File: src/design/bfp_pkg.sv
// Package for the bitstream field packer: sizes, command and state codes,
// request and result structs, and the internal control structs.
// Depends on nothing; every design file imports it.
`default_nettype none

package bfp_pkg;

  localparam int STORE_BYTES    = 1024;
  localparam int MAX_FIELD_BITS = 32;

  localparam int POS_W     = 14;
  localparam int IDX_W     = POS_W - 3;
  localparam int ADDR_W    = (STORE_BYTES > 1) ? $clog2(STORE_BYTES) : 1;
  localparam int LIMIT_W   = 11;
  localparam int CNT_W     = 6;
  localparam int VAL_W     = 32;
  localparam int BIT_IDX_W = $clog2(VAL_W);
  localparam int PADDR_W   = 3;

  localparam logic [LIMIT_W-1:0] LIMIT_RESET = LIMIT_W'(1024);

  // Register index as decoded from paddr[2].
  localparam logic [0:0] REG_BYTE_LIMIT = 1'b0;

  typedef enum logic [1:0] {
    CMD_WRITE  = 2'd0,
    CMD_READ   = 2'd1,
    CMD_SETPOS = 2'd2,
    CMD_NOP    = 2'd3
  } cmd_e_t;

  typedef enum logic [2:0] {
    ST_CLEAR,
    ST_IDLE,
    ST_FETCH,
    ST_BITS,
    ST_DONE
  } state_t;

  typedef struct packed {
    cmd_e_t           command;
    logic [VAL_W-1:0] field_value;
    logic [CNT_W-1:0] bit_count;
    logic [POS_W-1:0] new_position;
  } in_item_t;

  typedef struct packed {
    logic [VAL_W-1:0] read_value;
    logic [POS_W-1:0] position_after;
    logic             hit_limit;
  } out_item_t;

  typedef struct packed {
    logic              we;
    logic [ADDR_W-1:0] addr;
    logic [7:0]        data;
  } mem_wr_t;

  typedef struct packed {
    logic load;
    logic step;
    logic gather;
  } ser_ctl_t;

  typedef struct packed {
    logic out_bit;
    logic last;
  } ser_sts_t;

endpackage

`default_nettype wire

File: src/design/bfp_serdes.sv
// Bit-serial field unit: holds the field being written and its remaining
// bit count, and gathers read bits by shifting them in one per cycle while stepped.
// Depends on bfp_pkg.
`default_nettype none

module bfp_serdes
  import bfp_pkg::*;
(
  input  wire logic             clk,
  input  wire ser_ctl_t         ctl,
  input  wire logic [VAL_W-1:0] load_value,
  input  wire logic [CNT_W-1:0] load_count,
  input  wire logic             in_bit,
  output ser_sts_t              sts,
  output logic [VAL_W-1:0]      gathered
);

  logic [VAL_W-1:0]     val_r, val_nxt;
  logic [CNT_W-1:0]     cnt_r, cnt_nxt;
  logic [VAL_W-1:0]     rd_r, rd_nxt;
  logic [BIT_IDX_W-1:0] sel;

  // The current bit is bit count-1 of the field, most significant first.
  assign sel          = BIT_IDX_W'(cnt_r - CNT_W'(1));
  assign sts.out_bit  = val_r[sel];
  assign sts.last     = (cnt_r == CNT_W'(1));
  assign gathered     = rd_r;

  always_comb begin
    val_nxt = val_r;
    cnt_nxt = cnt_r;
    rd_nxt  = rd_r;
    if (ctl.load) begin
      val_nxt = load_value;
      cnt_nxt = load_count;
      rd_nxt  = '0;
    end else if (ctl.step) begin
      cnt_nxt = cnt_r - CNT_W'(1);
      if (ctl.gather) begin
        rd_nxt = {rd_r[VAL_W-2:0], in_bit};
      end
    end
  end

  always_ff @(posedge clk) begin
    val_r <= val_nxt;
    cnt_r <= cnt_nxt;
    rd_r  <= rd_nxt;
  end

endmodule

`default_nettype wire

File: config.mk
export PLATFORM = sky130hd
export DESIGN_NAME = bfp_serdes
export DESIGN_NICKNAME = d
export VERILOG_FILES = /design/src/design/bfp_pkg.sv /design/src/design/bfp_serdes.sv
export SDC_FILE = /design/constraint.sdc
export NUM_CORES = 1
export LEC_CHECK = 0
export ABC_AREA = 0
export BUFFER_PORTS_ARGS = -buffer_cell sky130_fd_sc_hd__buf_2
export CAP_MARGIN = 20
export CORE_MARGIN = 1.5
export CORE_UTILIZATION = 30
export CTS_BUF_LIST = sky130_fd_sc_hd__clkbuf_4
export DETAILED_ROUTE_END_ITERATION = 12
export HOLD_SLACK_MARGIN = 0.15
export PLACE_DENSITY = 0.58
export SLEW_MARGIN = 20
export SYNTH_ARGS = -nofsm -noshare
export SYNTH_HDL_FRONTEND = slang
export SYNTH_SLANG_ARGS = --single-unit
File: constraint.sdc
create_clock -name clk -period 2 [get_ports clk]
set_input_delay 0.1 -clock clk [delete_from_list [all_inputs] [get_ports clk]]
set_output_delay 0.1 -clock clk [all_outputs]
set_load 0.02 [all_outputs]
==> impl_metrics.csv <==
group,metric,value,unit
layout,area_delta_synth_final,46.4,%
synthesis,yosys.area.top_type_share,41.7,%
global_route,first_global_vias,2183,
synthesis,synthTopCellsByArea,"edfxtp_1, dfxtp_1, nand2_1",
synthesis,yosysSeqAreaShare,65.1,%
drt,viasPerCell,4.56,
drt,routed_wl,6510,um
synthesis,synthArstFlopShare,0,%
global_route,grt_usage,13.5,%
layout,fillCellCount,833,
cts,h-tree-depth,3,
layout,nets,415,
synthesis,syn_nets,286,
drt,ant_nets,0,
layout,drive_gt1_share,35.2,%
layout,diodes,0,
synthesis,synth-edff-count,38,
floorplan,dieArea,0.00970,mm^2
drt,vias,2204,
timing,skew,0.0114,ns
synthesis,synth_cell_types,30,
synthesis,avgSynthCellArea,11.4,um^2
floorplan,initial_core_util,31.2,%
worst_setup_path,crit_type,"flip-flop to output port",
cts,root_buffer,"clkbuf_4",
timing,slew_headroom,69.2,%
timing,finalSetupViolCount,1,
placed_design,dp_hpwl,4150,um
timing,period_share,116,%
timing,worst_pin_slew,0.463,ns
placed_design,finalWeightedCongestion,0.801,
cts,cts_sinks,70,
synthesis,syn_area,0.00274,mm^2
placed_design,port_buffers,76,
timing,drv_slew,0,
global_route,grt_max_degree,33,
floorplan,die_h,98.5,um
worst_setup_path,worst-path-max-fanout,5,
synthesis,yosysMostFrequentCell,"nand2_1",
drt,drtIter0Drc,48,
cts,numCtsBuffers,9,
worst_setup_path,cp-start-kind,"flip-flop",
global_route,grt_pass1_wl,10400,um
power_and_ir_drop,power_density,814,mW/mm^2
floorplan,num_rows,34,
drt,wire_per_inst,13.5,um
global_route,grt_overflow_total,0,
run_status,status,"finished, violations left",
worst_setup_path,arrival,2.23,ns
power_and_ir_drop,vdd_ir_drop_max,0.321,mV
worst_hold_path,hold_class,"primary input to flip-flop",
synthesis,ys.warnings.count,0,
global_route,antenna_found_initial,0,
drt,drc_errors,0,
floorplan,ios,77,
layout,fin_util,45.7,%
cts,cts.path.max_buffers,2,
worst_setup_path,cp-end-kind,"output port",
worst_setup_path,regToRegSetupSlack,0.33,ns
cts,clk_pin_slew_worst_paths,0.12,ns
power_and_ir_drop,leakage,1.60,nW
cts,tritoncts,"done",
cts,clkLatencyLatePin,0.40,ns
run_status,failed_checks,"setup timing",
timing,holdWs,0.401,ns
floorplan,dieWidth,98.5,um
timing,fmax,0.430,GHz
timing,finalHoldViolations,0,
synthesis,synth_seq_cells,70,
floorplan,core_area,0.00876,mm^2
drt,drtPass1Iterations,5,
synthesis,syn_inst,241,
timing,fin_ws,-0.327,ns
flow_run,drv_cap,0,
synthesis,synth_commonest_cells,"nand2_1, edfxtp_1, a21oi_1, dfxtp_1, mux2_2",
timing,rsz0062_at_grt,"true",
synthesis,synthFlopType,"edfxtp_1",
worst_setup_path,critical_path_required,1.90,ns
timing,fin_crit,2.33,ns
synthesis,yosys.area.top_type,"edfxtp_1",
placed_design,place_ws,0.0801,ns
## area by class of cell
type,instances,area [um^2],area share [%]
clock inverter,6,86.3,2.15
inverter,3,11.3,0.281
tap,108,135,3.37
multi-input combinational,155,993,24.8
timing repair buffer,131,923,23.0
clock buffer,10,75.1,1.87
sequential,70,1780,44.5
## cells by family after synthesis
group,Yosys count,share of synthesized area [%]
XOR/XNOR,6,2.20
buffers and inverters,16,2.38
multiplexers,19,7.59
AND/OR/NAND/NOR,83,12.5
AO/OA/AOI/OAI,45,9.28
adder cells (fa/ha/maj),2,0.914
flip-flops,70,65.1
## sequential cells by signal (all words and copies together) (netlist names)
signal    flops
gathered     32
val_r        32
cnt_r         6
## layer usage
metal	global-route usage [%]	vias to the layer above	wire length, um
met5	0	-	0
met4	4.44	0	108
met3	4.68	10	375
met2	22.6	71	3210
met1	16.3	1027	2820
li1	-	1096	-
## what timing repair did
action / CTS / global route
buffers inserted: 4 / 0
hold endpoints to repair: 57 / 0
hold buffers: 45 / 0
pin swaps: 6 / 0
cloned: 0 / 0
gates resized for setup: 12 / 7
setup endpoints to repair: 1 / 1
## layout by cell type, fill, tap and decap left out, drive strengths merged
master,n
a211oi,1
a21oi,32
a311o,1
a311oi,1
and2,1
and3,1
buf,86
bufinv,2
clkbuf,10
clkinv,4
dfxtp,32
dlygate4sd3,45
edfxtp,38
ha,2
inv,3
mux2,14
mux2i,5
nand2,68
nand2b,2
nand3,3
nor2,3
nor2b,1
nor3,1
nor3b,1
o2111ai,3
o21ai,2
o22ai,5
or2,2
xnor2,3
xor2,3
## path summary, 6_finish.rpt
check | start | end | cells after the start
max | cnt_r[0]$_DFFE_PP_ | sts[1] | 8
min | load_value[28] | val_r[28]$_DFFE_PP_ | 2
max reg2reg | cnt_r[1]$_DFFE_PP_ | cnt_r[4]$_DFFE_PP_ | 5
min reg2reg | gathered[23]$_SDFFE_PP0P_ | gathered[24]$_SDFFE_PP0P_ | 2
## metrics by stage
| stage | power [mW] | instance area, um^2 | TNS, ns | cells |
|---|---|---|---|---|
| global placement | 2.07 | 3270 | 0 | 418 |
| global route | 3.42 | 4010 | -0.485 | 483 |
| detailed placement | 2.08 | 3270 | 0 | 418 |
| floorplan | 1.95 | 2780 | 0 | 241 |
| CTS | 3.26 | 3960 | -0.297 | 483 |
| finish | 3.26 | 4010 | -0.327 | 483 |
## power by group
| group | switching, mW | internal (mW) | leakage [nW] | total (mW) |
|---|---|---|---|---|
| clock | 0.487 | 0.520 | 0.0880 | 1.01 |
| combinational | 0.283 | 0.329 | 0.882 | 0.612 |
| sequential | 0.0456 | 1.60 | 0.633 | 1.64 |
## worst max-delay path, stage by stage, from the launching register on
cell and delay (ns):
edfxtp_1 0.42, inv_2 0.07, ha_4 0.18, xnor2_4 0.23
nand2b_1 0.21, o22ai_1 0.11, a311oi_1 0.24, a311o_1 0.24
buf_6 0.13
No activity file was read; power rests on OpenSTA's default activity.
